===== config.mk =====
export PLATFORM = sky130hd
export DESIGN_NAME = tpbb_pixel
export DESIGN_NICKNAME = d
export VERILOG_FILES = /design/src/rtl/tpbb_pkg.sv /design/src/rtl/tpbb_pixel.sv
export SDC_FILE = /design/constraint.sdc
export NUM_CORES = 1
export LEC_CHECK = 0
export ABC_AREA = 0
export CAP_MARGIN = 20
export CORE_MARGIN = 3
export CORE_UTILIZATION = 58
export DETAILED_ROUTE_END_ITERATION = 12
export DONT_BUFFER_PORTS = 1
export PLACE_DENSITY = 0.78
export SYNTH_ARGS = -nofsm -noshare
export SYNTH_HDL_FRONTEND = slang
export SYNTH_SLANG_ARGS = --single-unit

===== constraint.sdc =====
create_clock -name vclk -period 6.9
set_clock_uncertainty 0.1 [all_clocks]
set_input_delay 0.69 -clock vclk [all_inputs]
set_output_delay 0.69 -clock vclk [all_outputs]
set_load 0.01 [all_outputs]

===== src/rtl/tpbb_pkg.sv =====
// Shared constants, types and colour tables for the bouncing-box test pattern.
// No dependencies; imported by every module of the block.

package tpbb_pkg;

  localparam int FRAME_WIDTH  = 320;
  localparam int FRAME_HEIGHT = 200;
  localparam int BOX_SIZE     = 32;
  localparam int BORDER_PX    = 2;

  localparam int X_W    = 9;
  localparam int Y_W    = 8;
  localparam int STEP_W = 5;
  localparam int COL_W  = 16;
  localparam int SEQ_W  = 32;

  localparam int LIM_X    = FRAME_WIDTH - BOX_SIZE;
  localparam int LIM_Y    = FRAME_HEIGHT - BOX_SIZE;
  localparam int BAR_ROWS = (FRAME_HEIGHT * 2) / 3;

  // Grey ramp x*255/(FRAME_WIDTH-1) as a multiplication by a scaled reciprocal.
  localparam int          GREY_DIV   = FRAME_WIDTH - 1;
  localparam int          GREY_SHIFT = 26;
  localparam longint      GREY_RECIP = ((64'd1 << GREY_SHIFT) + GREY_DIV - 1) / GREY_DIV;
  localparam longint      GREY_MUL   = 255 * GREY_RECIP;
  localparam int          GREY_MUL_W = 26;
  localparam int          GREY_PROD_W = X_W + GREY_MUL_W;

  localparam logic [STEP_W-1:0] STEP_X_RESET = 5'd3;
  localparam logic [STEP_W-1:0] STEP_Y_RESET = 5'd2;

  localparam logic OP_QUERY = 1'b0;
  localparam logic OP_TICK  = 1'b1;

  localparam logic REG_STEP_X = 1'b0;
  localparam logic REG_STEP_Y = 1'b1;

  localparam logic [COL_W-1:0] COL_WHITE = 16'hFFFF;
  localparam logic [COL_W-1:0] COL_BLACK = 16'h0000;

  localparam logic [COL_W-1:0] BAR_COLOURS [8] = '{
    16'hFFFF, 16'hFFE0, 16'h07FF, 16'h07E0, 16'hF81F, 16'hF800, 16'h001F, 16'h0000
  };

  // First column of each bar: ceil(k * FRAME_WIDTH / 8).
  localparam logic [X_W:0] BAR_EDGE [8] = '{
    10'd0,
    10'((1 * FRAME_WIDTH + 7) / 8),
    10'((2 * FRAME_WIDTH + 7) / 8),
    10'((3 * FRAME_WIDTH + 7) / 8),
    10'((4 * FRAME_WIDTH + 7) / 8),
    10'((5 * FRAME_WIDTH + 7) / 8),
    10'((6 * FRAME_WIDTH + 7) / 8),
    10'((7 * FRAME_WIDTH + 7) / 8)
  };

  typedef struct packed {
    logic [X_W-1:0] col;
    logic [Y_W-1:0] row;
  } box_pos_t;

endpackage


===== src/rtl/tpbb_pixel.sv =====
// Colour of one pixel: colour bars, grey ramp and the box overlay, in RGB565; black outside the frame.
// Depends on tpbb_pkg.

module tpbb_pixel (
  input  logic [tpbb_pkg::X_W-1:0]   pixel_x,
  input  logic [tpbb_pkg::Y_W-1:0]   pixel_y,
  input  tpbb_pkg::box_pos_t         box,
  output logic [tpbb_pkg::COL_W-1:0] colour
);
  import tpbb_pkg::*;

  logic [2:0]             bar_idx;
  logic [GREY_PROD_W-1:0] grey_prod;
  logic [7:0]             grey;
  logic [COL_W-1:0]       bg;
  logic [X_W:0]           box_right;
  logic [Y_W:0]           box_bottom;
  logic [X_W-1:0]         rx;
  logic [Y_W-1:0]         ry;
  logic                   in_box;
  logic                   on_border;
  logic                   outside;

  always_comb begin
    bar_idx = '0;
    for (int k = 1; k < 8; k++) begin
      if ({1'b0, pixel_x} >= BAR_EDGE[k]) begin
        bar_idx = 3'(k);
      end
    end

    grey_prod = GREY_PROD_W'(pixel_x) * GREY_PROD_W'(GREY_MUL);
    grey = (grey_prod[GREY_PROD_W-1:GREY_SHIFT] > 255) ? 8'hFF : grey_prod[GREY_SHIFT +: 8];

    if ({1'b0, pixel_y} < (Y_W + 1)'(BAR_ROWS)) begin
      bg = BAR_COLOURS[bar_idx];
    end else begin
      bg = {grey[7:3], grey[7:2], grey[7:3]};
    end

    box_right  = {1'b0, box.col} + (X_W + 1)'(BOX_SIZE);
    box_bottom = {1'b0, box.row} + (Y_W + 1)'(BOX_SIZE);
    rx = pixel_x - box.col;
    ry = pixel_y - box.row;
    in_box = (pixel_x >= box.col) && ({1'b0, pixel_x} < box_right) &&
             (pixel_y >= box.row) && ({1'b0, pixel_y} < box_bottom);
    on_border = (rx < X_W'(BORDER_PX)) || (ry < Y_W'(BORDER_PX)) ||
                (rx >= X_W'(BOX_SIZE - BORDER_PX)) || (ry >= Y_W'(BOX_SIZE - BORDER_PX));
    outside = ({1'b0, pixel_x} >= (X_W + 1)'(FRAME_WIDTH)) ||
              ({1'b0, pixel_y} >= (Y_W + 1)'(FRAME_HEIGHT));

    if (outside) begin
      colour = COL_BLACK;
    end else if (in_box) begin
      colour = on_border ? COL_WHITE : COL_BLACK;
    end else begin
      colour = bg;
    end
  end

endmodule


==> After elaboration in Yosys (flattened, before gate mapping) <==
Memories as Yosys holds them, arrays and structs flattened.
Index checks and enable logic that the tools add are counted.
{ "word_totals": {"regBits": 0, "mem_bits_ro": 128, "inputBits": 34, "out_inout_bits": 16, "word_cells": 48, "memories": 1} }
{ "op_classes": {"addsub": 4, "mul": 1, "order_cmp": 20, "n_mux": 14, "bitwise_logic": 1, "reduce_logical": 7} }
{ "memory_table": {"columns": ["memory", "words", "word_bits", "read_ports", "rd_clocked_by_memory_dff", "write_ports", "line_no", "text"], "rows": [
  ["(name not given)", 8, 16, 1, 0, 0, "tpbb_pixel.sv:36", "bg = BAR_COLOURS[bar_idx];"]
]} }
{ "ops": {"columns": ["cell", "count"], "rows": [
  ["16-bit 2-to-1 mux", 6],
  ["9-bit by 26-bit multiplier with 35-bit output, second input constant", 1],
  ["9-bit by 8-bit >= comparator with 1-bit output, second input constant", 3],
  ["9-bit by 7-bit >= comparator with 1-bit output, second input constant", 2],
  ["9-bit >= comparator, second input constant", 2],
  ["3-bit 2-to-1 mux", 6],
  ["9-bit by 6-bit adder with 10-bit output, second input constant", 1],
  ["9-bit by 10-bit less-than comparator with 1-bit output", 1],
  ["8-bit by 6-bit adder with 9-bit output, second input constant", 1],
  ["9-bit by 5-bit >= comparator with 1-bit output, second input constant", 1],
  ["9-bit by 6-bit >= comparator with 1-bit output, second input constant", 1],
  ["9-bit >= comparator", 1],
  ["9-bit by 8-bit > comparator with 1-bit output, second input constant", 1],
  ["8-bit by 9-bit less-than comparator with 1-bit output", 1],
  ["9-bit by 2-bit less-than comparator with 1-bit output, second input constant", 1],
  ["9-bit subtractor", 1],
  ["8-bit by 5-bit >= comparator with 1-bit output, second input constant", 1],
  ["8-bit >= comparator", 1],
  ["8-bit >= comparator, second input constant", 1],
  ["8-bit by 2-bit less-than comparator with 1-bit output, second input constant", 1],
  ["8-bit less-than comparator, second input constant", 1],
  ["8-bit 2-to-1 mux", 1],
  ["8-bit subtractor", 1],
  ["4-bit >= comparator, second input constant", 1],
  ["4 further kinds", 9]
]} }

==> Longest topological paths before layout <==
Gate-level depths: netlist of run 1.
{ "logic_depth": {"ltp_word": 15, "mapped_depth": 18, "ltp_nobuf": 18} }

==> Least setup slack after synthesis of run 1 <==
Ideal clock, no wire load.
{ "synth_path": {"path_type": "input port to output port", "startpoint": "in pixel_x[6] (netlist name)", "endpoint": "out colour[10] (netlist name)", "arrival_ps": 4844, "required_ps": 6110, "path_slack_ps": 1266, "cell_stages": 15, "n_path_buf": 0, "cell_sequence": "fa_1 -> fa_1 -> fa_1 -> inv_1 -> fa_1 -> inv_1 -> ha_1 -> a21oi_1 -> o22ai_1 -> a2111o_1 -> o211ai_1 -> and3b_1 -> o21ai_1 -> nor4_1 -> nor3_1"} }
{ "synth_between": {"elab_chain_cells": 15, "word_cells_on_any_way": 38, "cone_classes": "1 x add/sub; 1 x mul; 13 x order compare; 14 x mux; 1 x bitwise; 7 x reduce/logical; 1 x memory"} }
{ "synth_lines": {"columns": ["element", "line_no", "text"], "rows": [
  ["start: declaration", "tpbb_pixel.sv:5", "input logic [tpbb_pkg::X_W-1:0] pixel_x,"],
  ["parallel branches: the longest is 14 deep, another holds 9-bit by 26-bit multiplier with 35-bit output", null, null],
  ["16-bit 2-to-1 mux *", "tpbb_pixel.sv:52", "if (outside) begin"],
  ["end: declaration", "tpbb_pixel.sv:8", "output logic [tpbb_pkg::COL_W-1:0] colour"]
]} }
Every way passes the cells marked *. The select of a mux whose other input is x is not followed.

==> Worst setup path after layout of run 1 <==
{ "layout_path": {"startpoint": "in pixel_x[7] (netlist name)", "endpoint": "out colour[10] (netlist name)"} }
Same word-level chain as after synthesis.

==> results of run 1 <==
kinds of logic (layout without fill, tap and decap cells):
logic type	Yosys count	count (layout)
AO/OA/AOI/OAI	138	138
AND/OR/NAND/NOR	142	142
adder cells (fa/ha/maj)	188	188
multiplexers	3	3
buffers and inverters	163	158
XOR/XNOR	14	14
path summary, 6_finish.rpt:
kind                    from          to
setup / recovery  pixel_x[7]  colour[10]
hold / removal    pixel_y[7]  colour[14]
metal layers:
layer  track usage (%)  vias to the layer above  share of wire, %
met5                 0                        -                 0
met4              7.87                        0               3.1
met3              2.13                       43               5.4
met2              47.4                      178                50
met1              34.0                     2176                42
li1                  -                     2198                 -
power by group:
group / internal, W / switching, W / leakage (nW)
Sequential: 0 / 0 / 0
Combinational: 0.000498 / 0.000735 / 2.91
Clock: 0 / 0 / 0
cell type report:
cell class                      count  area [um^2]  share of cell area (%)
Multi-Input combinational cell    485         4660                    86.5
Tap cell                          108          135                    2.51
Inverter                          158          593                    11.0
per-stage QoR:
step           instances  power, W  area [um^2]  worst slack, ns
3_3_place_gp         751   0.00118         5390            0.978
4_1_cts              751   0.00122         5390            0.868
2_1_floorplan        648  0.000929         5280             1.27
5_1_grt              751   0.00140         5390            0.513
3_5_place_dp         751   0.00121         5390            0.885
6_report             751   0.00123         5390            0.852
placed cells by master, fill, tap and decap left out, drive strengths merged, types with 7 or more instances in the layout:
cell type  synthesis  final
nand2             24     24
o211ai            10     10
nor2b              7      7
a21oi             39     39
inv              158    158
a21o              12     12
nor2              24     24
xnor2              8      8
nor3              24     24
nand2b             7      7
a31oi             11     11
fa                63     63
ha               125    125
nand3             19     19
o21ai             23     23
critical path, cell delays in order:
cell      delay [ns]
inv_1           0.09
ha_1            0.46
fa_1            0.56
fa_1            0.54
inv_1           0.05
fa_1            0.53
inv_1           0.05
ha_1            0.34
nand3_1         0.11
o22ai_1         0.06
a2111o_1        0.48
o211ai_1        0.28
and3b_1         0.19
o21ai_1         0.14
nor4_1          0.50
nor3_1          0.17
==> metrics.md, run 1 <==
| Metric | Value |
|---|---|
| Class of the tightest hold or removal check | in2out |
| Net count of the mapped netlist | 870 |
| Number of unique standard cell types used by synthesis | 56 |
| Post-synthesis instance area | around 5300 um^2 |
| Kind of capture point of the worst setup path | output port |
| Width of the die | between 100 and 150 um |
| Mux cell area share after synthesis | less than 1% |
| Number of fill cells in the layout | 781 |
| Wire length of the first global-routing pass | approximately 22 mm |
| Proportion of layout cells with a drive suffix above 1 | between 1.5 and 2% |
| Power density cells | around 230 nW/um^2 |
| Synthesized area per cell | slightly above 8 um^2 |
| Post CTS Setup Buffer Count | 0 |
| Port Buffer Count | 0 |
| Remaining antenna violation count after routing | 0 |
| Area overhead of the layout relative to synthesis | 2.06% |
| Warnings, synthesis | 0 |
| Placer congestion estimate | between 0.9 and 1 |
| Antenna cells | 0 |
| Synth area leaders | ha_1, fa_1, inv_1 |
| Run status | finished clean |
| Number of buffers added to fix hold violations after cts | 0 |
| Combinational family with the most area after synthesis | adder cells |
| Synth area leader | ha_1 |
| Relative slew margins | between 40% and 50% |
| Top Ports | 50 |
| Static leakage | about 2.9 nW |
| Post-CTS sizing | 0 |
| Worst-case hold slack | around 1.7 ns |
| Antenna violations before repair | 0 |
| Die Outline Area | around 10000 um^2 |
| Number of global-route vias before repair | about 4700 |
| Combined global-route utilization of all metal layers | 26.5% |
| Placement Rows | 34 |
| Most common library cells after synthesis | inv_1, ha_1, fa_1 |
| Crit path max fanout | 10 |
| Setup repair after global routing missed its margin | no |
| Final core area utilization | 61.2% |
| Synth Area in XOR/XNOR | 2.32% |
| Share of the synthesized area in the top cell type | between 20% and 30% |
| Wirelength, routed | 13.4 mm |
| Largest net degree at the start of global routing | 17 |
| Number of design-rule violations left by the first detailed-router iteration | between 200 and 250 |
| Gate count after technology mapping | about 650 |
| Crit Path Category | in2out |
| Initial core utilization | approximately 60% |
| Detailed placement HPWL | roughly 12 mm |
| Total Nets Final | between 800 and 900 |
| Hold Path Stages | 3 |
| Global route total overflow | 0 |
| Final Hold Violating Endpoints | 0 |
| Kind of start point of the critical path | input port |
| Max IR drop VDD | between 0.15 and 0.2 mV |
| Overall via count from detail_route | around 4600 |
| Worst path arrival time | 5.26 ns |
| FF+latch count | 0 |
| Critical path required time | 6.11 ns |
| Number of clock buffer instances in the layout | 0 |
| Least-Margin Pin Slew | 0.870 ns |
| Most frequently used cell type in the post-synthesis netlist | inv_1 |
| Die Span Y | about 100 um |
| WL/cell | between 15 and 20 um |
| Combined flip-flop and latch cell area | 0 um^2 |
| Minimum clock period | 6.05 ns |
| Total negative slack | 0 ns |
| Adder-cell share of the synthesized area | around 53% |
| Fmax | 165 MHz |
| DRC viols | 0 |
| Standard cell core area | between 8000 and 9000 um^2 |
| Avg Vias per Cell | ~6.1 |
| Compound-gate portion of the synthesized area | between 15 and 20% |
| Maximum Capacitance Violations | 0 |
| Synthesized-area fraction occupied by and/or/nand/nor cells | 14.1% |
| Sequential-to-total area share from yosys stat | 0% |
| Pre-antenna DRT Iters | 5 |
| Post-route clock period utilization | between 80 and 90% |
| Number of failing setup endpoints in the final timing report | 0 |
| Max-slew violations | 0 |
(Power assumes the default switching activity.)
==> run 2: changes to the inputs <==
==> constraint.sdc (replaced) <==
create_clock -name vclk -period 7.23
set_clock_uncertainty 0.1 [all_clocks]
set_input_delay 0.723 -clock vclk [all_inputs]
set_output_delay 0.723 -clock vclk [all_outputs]
set_load 0.01 [all_outputs]
==> metrics.md, run 2 (synthesis results as in run 1) <==
| Metric | Value |
|---|---|
| Run status | finished clean |
| Final Hold Violating Endpoints | 0 (unchanged) |
| Crit Path Category | in2out |
| Max-slew violations | 0 (unchanged) |
| WL/cell | 17.9 um (about the same) |
| Die Span Y | 101 um (unchanged) |
| DRC viols | 0 (unchanged) |
| Max IR drop VDD | 0.139 mV (-13%) |
| Port Buffer Count | 0 (unchanged) |
| Number of buffers added to fix hold violations after cts | 0 (unchanged) |
| Post-CTS sizing | 0 (unchanged) |
| Largest net degree at the start of global routing | 17 (unchanged) |
| Placement Rows | 34 (unchanged) |
| Least-Margin Pin Slew | 0.860 ns (-0.0102 ns) |
| Antenna violations before repair | 0 (unchanged) |
| Top library cells by usage in the layout, fill and taps aside | inv_1, ha_1, fa_1 |
| Placer congestion estimate | 0.950 (unchanged) |
| Overall via count from detail_route | 4566 (-0.63%) |
| Number of clock buffer instances in the layout | 0 (unchanged) |
| Kind of capture point of the worst setup path | output port |
| Number of placed instances with taps included | 751 (unchanged) |
| Critical path required time | 6.41 ns (+0.30 ns) |
| Most frequent standard cell in the layout excluding fill and tap cells | inv_1 |
| Maximum Capacitance Violations | 0 (unchanged) |
| Number of design-rule violations left by the first detailed-router iteration | 221 (-6.0%) |
| Post CTS Setup Buffer Count | 0 (unchanged) |
| Avg Vias per Cell | 6.08 (-0.63%) |
| Remaining antenna violation count after routing | 0 (unchanged) |
| Area overhead of the layout relative to synthesis | 2.06% (unchanged) |
| Combined global-route utilization of all metal layers | 26.2% (-0.26 points) |
| Number of global-route vias before repair | 4619 (-1.3%) |
| Power density cells | 218 nW/um^2 (-4.5%) |
| Largest incremental delay on the critical path | 0.55 ns (about the same) |
| Class of the tightest hold or removal check | in2out |
| Post-layout instance count excluding filler cells | 751 (unchanged) |
| Kind of start point of the critical path | input port |
| Wirelength, routed | 13.4 mm (about the same) |
| Width of the die | 101 um (unchanged) |
| Die Outline Area | 10300 um^2 (unchanged) |
| Pre-antenna DRT Iters | 5 (unchanged) |
| Total negative slack | 0 ns (unchanged) |
| Area of all placed cells without fillers | 5390 um^2 (unchanged) |
| Antenna cells | 0 (unchanged) |
| Combined flip-flop and latch cell area | 0 um^2 (unchanged) |
| Fmax | 163 MHz |
| Global route total overflow | 0 (unchanged) |
| Cell type of the slowest stage on the worst timing path | fa_1 |
| Wire length of the first global-routing pass | 21.7 mm (-0.85%) |
| Standard cell core area | 8810 um^2 (unchanged) |
| Top Ports | 50 (unchanged) |
| Detailed placement HPWL | 11.7 mm (+0.39%) |
| Chain of cells forming the critical path | inv_1, ha_1, fa_1, fa_1, inv_1, fa_1, inv_1, ha_1, nand3_1, o22ai_1, a2111o_1, o211ai_1, and3b_1, o21ai_1, nor4_1, nor3_1 |
| Proportion of layout cells with a drive suffix above 1 | 1.71% (unchanged) |
| Setup repair after global routing missed its margin | no |
| Static leakage | 2.91 nW (unchanged) |
| Cell area reported after detailed placement | 5390 um^2 (unchanged) |
| Number of fill cells in the layout | 788 (+0.90%) |
| Crit path max fanout | 10 (unchanged) |
| Worst path arrival time | 5.32 ns (+0.06 ns) |
| FF+latch count | 0 (unchanged) |
| Minimum clock period | just over 6 ns |
| Total Nets Final | 867 (unchanged) |
| Initial core utilization | 60.0% (unchanged) |
| Relative slew margins | 42.5% (+0.68 points) |
| Post-route clock period utilization | 84.9% |
| Number of failing setup endpoints in the final timing report | 0 (unchanged) |
==> run 2: cell counts in the layout (fill, tap and decap cells not counted) <==
Identical to the previous run, type by type.
==> run 2: final cells by class <==
type | count | area [um^2] | area share (%)
Inverter | 158 | 593 | 11.0
Multi-Input combinational cell | 485 | 4660 | 86.5
Tap cell | 108 | 135 | 2.51
==> run 2: path summary, 6_finish.rpt <==
check | from | end | slack, ns | depth (start not counted)
worst max-delay path | pixel_x[7] | colour[10] | 1.09 | 16
worst min-delay path | pixel_y[7] | colour[13] | 1.73 | 3
==> run 2: metrics by stage <==
stage	power (W)	hold WS [ns]	setup slack, ns	util (%)
6_report	0.00118	1.73	1.09	61.2
5_1_grt	0.00133	1.75	0.799	61.2
4_1_cts	0.00117	1.72	1.14	61.2
3_5_place_dp	0.00116	1.72	1.15	61.2
3_3_place_gp	0.00112	1.70	1.24	61.2
2_1_floorplan	0.000886	1.61	1.53	-
==> run 2: critical path: cells and delay by family <==
family          cells  cell delay [ns]
compound gates      4             0.96
simple gates        4             1.01
fa+ha+maj           5             2.43
buf+inv             3             0.19
==> run 2: routing by layer <==
layer | vias to the layer above | GRT usage, % | part of all wire [%]
met4 | 0 | 6.54 | 2.6
met3 | 33 | 2.07 | 5.0
met2 | 152 | 47.5 | 51
li1 | 2202 | - | -
met5 | - | 0 | 0
met1 | 2179 | 33.7 | 42
==> run 2: report_power, final <==
part / total, W / switching (W) / internal, W / leakage, nW
registers: 0 / 0 / 0 / 0
clock network: 0 / 0 / 0 / 0
logic: 0.00118 / 0.000703 / 0.000475 / 2.91
total: 0.00118 / 0.000703 / 0.000475 / 2.91
==> run 3: changes to the inputs <==
--- a/config.mk
+++ b/config.mk
@@ -5,13 +5,13 @@
 export SDC_FILE = /design/constraint.sdc
 export NUM_CORES = 1
 export LEC_CHECK = 0
-export ABC_AREA = 0
+export ABC_AREA = 1
 export CAP_MARGIN = 20
 export CORE_MARGIN = 3
 export CORE_UTILIZATION = 58
 export DETAILED_ROUTE_END_ITERATION = 12
 export DONT_BUFFER_PORTS = 1
-export PLACE_DENSITY = 0.78
+export PLACE_DENSITY = 0.8
 export SYNTH_ARGS = -nofsm -noshare
 export SYNTH_HDL_FRONTEND = slang
 export SYNTH_SLANG_ARGS = --single-unit
==> constraint.sdc (replaced) <==
create_clock -name vclk -period 5.5
set_clock_uncertainty 0.1 [all_clocks]
set_input_delay 0.55 -clock vclk [all_inputs]
set_output_delay 0.55 -clock vclk [all_outputs]
set_load 0.01 [all_outputs]
==> metrics.md, run 3 <==
| Metric | Value |
|---|---|
| Proportion of layout cells with a drive suffix above 1 | 1.30% (-0.41 points) |
| Combined global-route utilization of all metal layers | 25.2% (-1.0 points) |
| Number of buffers added to fix hold violations after cts | 0 (unchanged) |
| Detailed placement HPWL | 12.9 mm (+9.9%) |
| Run status | finished clean |
| FF+latch count | 0 (unchanged) |
| Synthesized area per cell | 6.43 um^2 (-21%) |
| Initial core utilization | 60.4% (+0.37 points) |
| Number of failing setup endpoints in the final timing report | 0 (unchanged) |
| Tot Pwr | 0.00181 W (+54%) |
| Standard cell core area | 9860 um^2 (+12%) |
| Post-synthesis instance area | 5960 um^2 (+13%) |
| Maximum Capacitance Violations | 0 (unchanged) |
| Relative slew margins | 55.5% (+13 points) |
| Largest net degree at the start of global routing | 18 (+1) |
| Top Ports | 50 (unchanged) |
| Power density cells | 296 nW/um^2 (+35%) |
| Warnings, synthesis | 0 (unchanged) |
| Final Hold Violating Endpoints | 0 (unchanged) |
| Post CTS Setup Buffer Count | 0 (unchanged) |
| Number of unique standard cell types used by synthesis | 33 (-41%) |
| Kind of capture point of the worst setup path | output port |
| Width of the die | 107 um (+5.8%) |
| Area overhead of the layout relative to synthesis | 2.82% |
| DRC viols | 0 (unchanged) |
| Family with the most delay on the worst path | adder cells |
| Sequential-to-total area share from yosys stat | 0% (unchanged) |
| Placement Rows | 36 (+5.9%) |
| Number of buffers and inverters on the critical path | 4 (+1) |
| Synth area leader | ha_1 |
| Hold path startpoint | pixel_y[7] |
| Wire length of the first global-routing pass | 23.7 mm (+9.6%) |
| Pre-antenna DRT Iters | 5 (unchanged) |
| Worst-case hold slack | 1.46 ns (-0.270 ns) |
| Port Buffer Count | 0 (unchanged) |
| Most frequent standard cell in the layout excluding fill and tap cells | nand2_1 |
| Antenna violations before repair | 0 (unchanged) |
| Class of the tightest hold or removal check | in2out |
| Avg Vias per Cell | 5.27 (-13%) |
| Max-slew violations | 0 (unchanged) |
| Max IR drop VDD | 0.290 mV (+110%) |
| Number of clock buffer instances in the layout | 0 (unchanged) |
| WL/cell | 13.8 um (-22%) |
| Share of the synthesized area in the top cell type | 26.3% (-3.3 points) |
| Crit Path Category | in2out |
| Global route total overflow | 0 (unchanged) |
| Worst path arrival time | 4.56 ns (-0.76 ns) |
| Number of design-rule violations left by the first detailed-router iteration | 443 (+100%) |
| Number of global-route vias before repair | 5132 (+11%) |
| Combined flip-flop and latch cell area | 0 um^2 (unchanged) |
| Placer congestion estimate | 1.00 (+5.3%) |
| Gate count after technology mapping | 926 (+43%) |
| Synth area leaders | ha_1, fa_1, nand2_1 |
| Post-route clock period utilization | between 90 and 100% |
| Kind of start point of the critical path | input port |
| Static leakage | 3.71 nW (+27%) |
| Fmax | 192 MHz |
| Cell type of the slowest stage on the worst timing path | fa_1 |
| Overall via count from detail_route | 5580 (+22%) |
| Die Outline Area | 11500 um^2 (+12%) |
| Total negative slack | 0 ns (unchanged) |
| Crit path max fanout | 10 (unchanged) |
| Largest incremental delay on the critical path | 0.56 ns (about the same) |
| Cell occurring most often along the worst timing path | nand2_1 |
| Antenna cells | 0 (unchanged) |
| Die Span Y | 107 um (+5.8%) |
| Launch point of the critical path | pixel_x[7] |
| Most common library cells after synthesis | nand2_1, inv_1, ha_1 |
| Total Nets Final | 1150 (+33%) |
| Least-Margin Pin Slew | 0.660 ns (-0.200 ns) |
| Wirelength, routed | 14.7 mm (+9.3%) |
| Minimum clock period | approximately 5.2 ns |
| Net count of the mapped netlist | 1148 (+32%) |
| Remaining antenna violation count after routing | 0 (unchanged) |
| Top library cells by usage in the layout, fill and taps aside | nand2_1, inv_1, ha_1 |
| Chain of cells forming the critical path | inv_1, ha_2, fa_1, fa_1, inv_1, fa_1, inv_1, ha_1, nand2_1, inv_1, nand2_1, nand2_1, a21oi_1, nand2_1, nand2_1, nand2_1, nand2_1, nand2_1, nand3_1, a21oi_1, nor2_1 |
| Setup repair after global routing missed its margin | no |
| Most frequently used cell type in the post-synthesis netlist | nand2_1 |
| Critical path required time | 4.85 ns (-1.56 ns) |
run 3: cell count changes after synthesis, sizes merged, moves of 7 or more:
cell    before  now
nor2b        7    0
nand2b       7    0
nand3       19   54
nor3        24    7
nand2       24  247
a21o        12    3
a31oi       11    3
a21oi       39   55
o21ai       23    7
inv        158  238
nor2        24   84
o211ai      10    2
run 3: final timing paths:
kind | endpoint | depth (start not counted)
setup / recovery | colour[3] | 21
hold / removal | colour[9] | 5
run 3: tightest hold or removal path: cells and delay by family:
family / cells / cell delay, ns
AO/OA/AOI/OAI: 1 / 0.09
AND/OR/NAND/NOR: 3 / 0.30
buffers and inverters: 1 / 0.07
run 3: through the flow:
step | setup slack (ns) | instances | util (%) | area [um^2]
finish | 0.294 | 1059 | 62.1 | 6120
global route | 0.0128 | 1059 | 62.1 | 6120
CTS | 0.277 | 1059 | 62.0 | 6120
detailed placement | 0.281 | 1059 | 62.0 | 6120
global placement | 0.370 | 1059 | 62.0 | 6120
floorplan | 0.713 | 926 | - | 5960
run 3: final cells by class:
type	count	area [um^2]
multi-input combinational	686	5050
fill	890	3740
inverter	238	893
tap	133	166
timing repair buffer	2	15.0
run 3: cell families (layout without fill, tap and decap cells):
| family | Yosys count | count (layout) | synth area share, % |
|---|---|---|---|
| buf+inv | 240 | 240 | 15.3 |
| xor+xnor | 9 | 9 | 1.32 |
| simple gates | 412 | 412 | 28.8 |
| fa+ha+maj | 188 | 188 | 47.4 |
| compound gates | 77 | 77 | 7.10 |
run 3: where the power goes:
group | leakage (nW) | total (W) | internal, W | switching, W
Sequential | 0 | 0 | 0 | 0
Combinational | 3.71 | 0.00181 | 0.000649 | 0.00116
Clock | 0 | 0 | 0 | 0
Total | 3.71 | 0.00181 | 0.000649 | 0.00116
run 3: repair_timing:
action	4_1_cts	5_1_grt
endpoints found under the setup margin	0	4
hold endpoints to repair	0	0
gates resized for setup	0	2
run 3: layer usage:
layer / up-vias / GRT usage (%) / share of wire (%)
met5: - / 0 / 0
met1: 2513 / 37.9 / 47
met3: 17 / 3.30 / 7.3
met4: 0 / 3.16 / 1.4
li1: 2839 / - / -
met2: 211 / 39.9 / 44
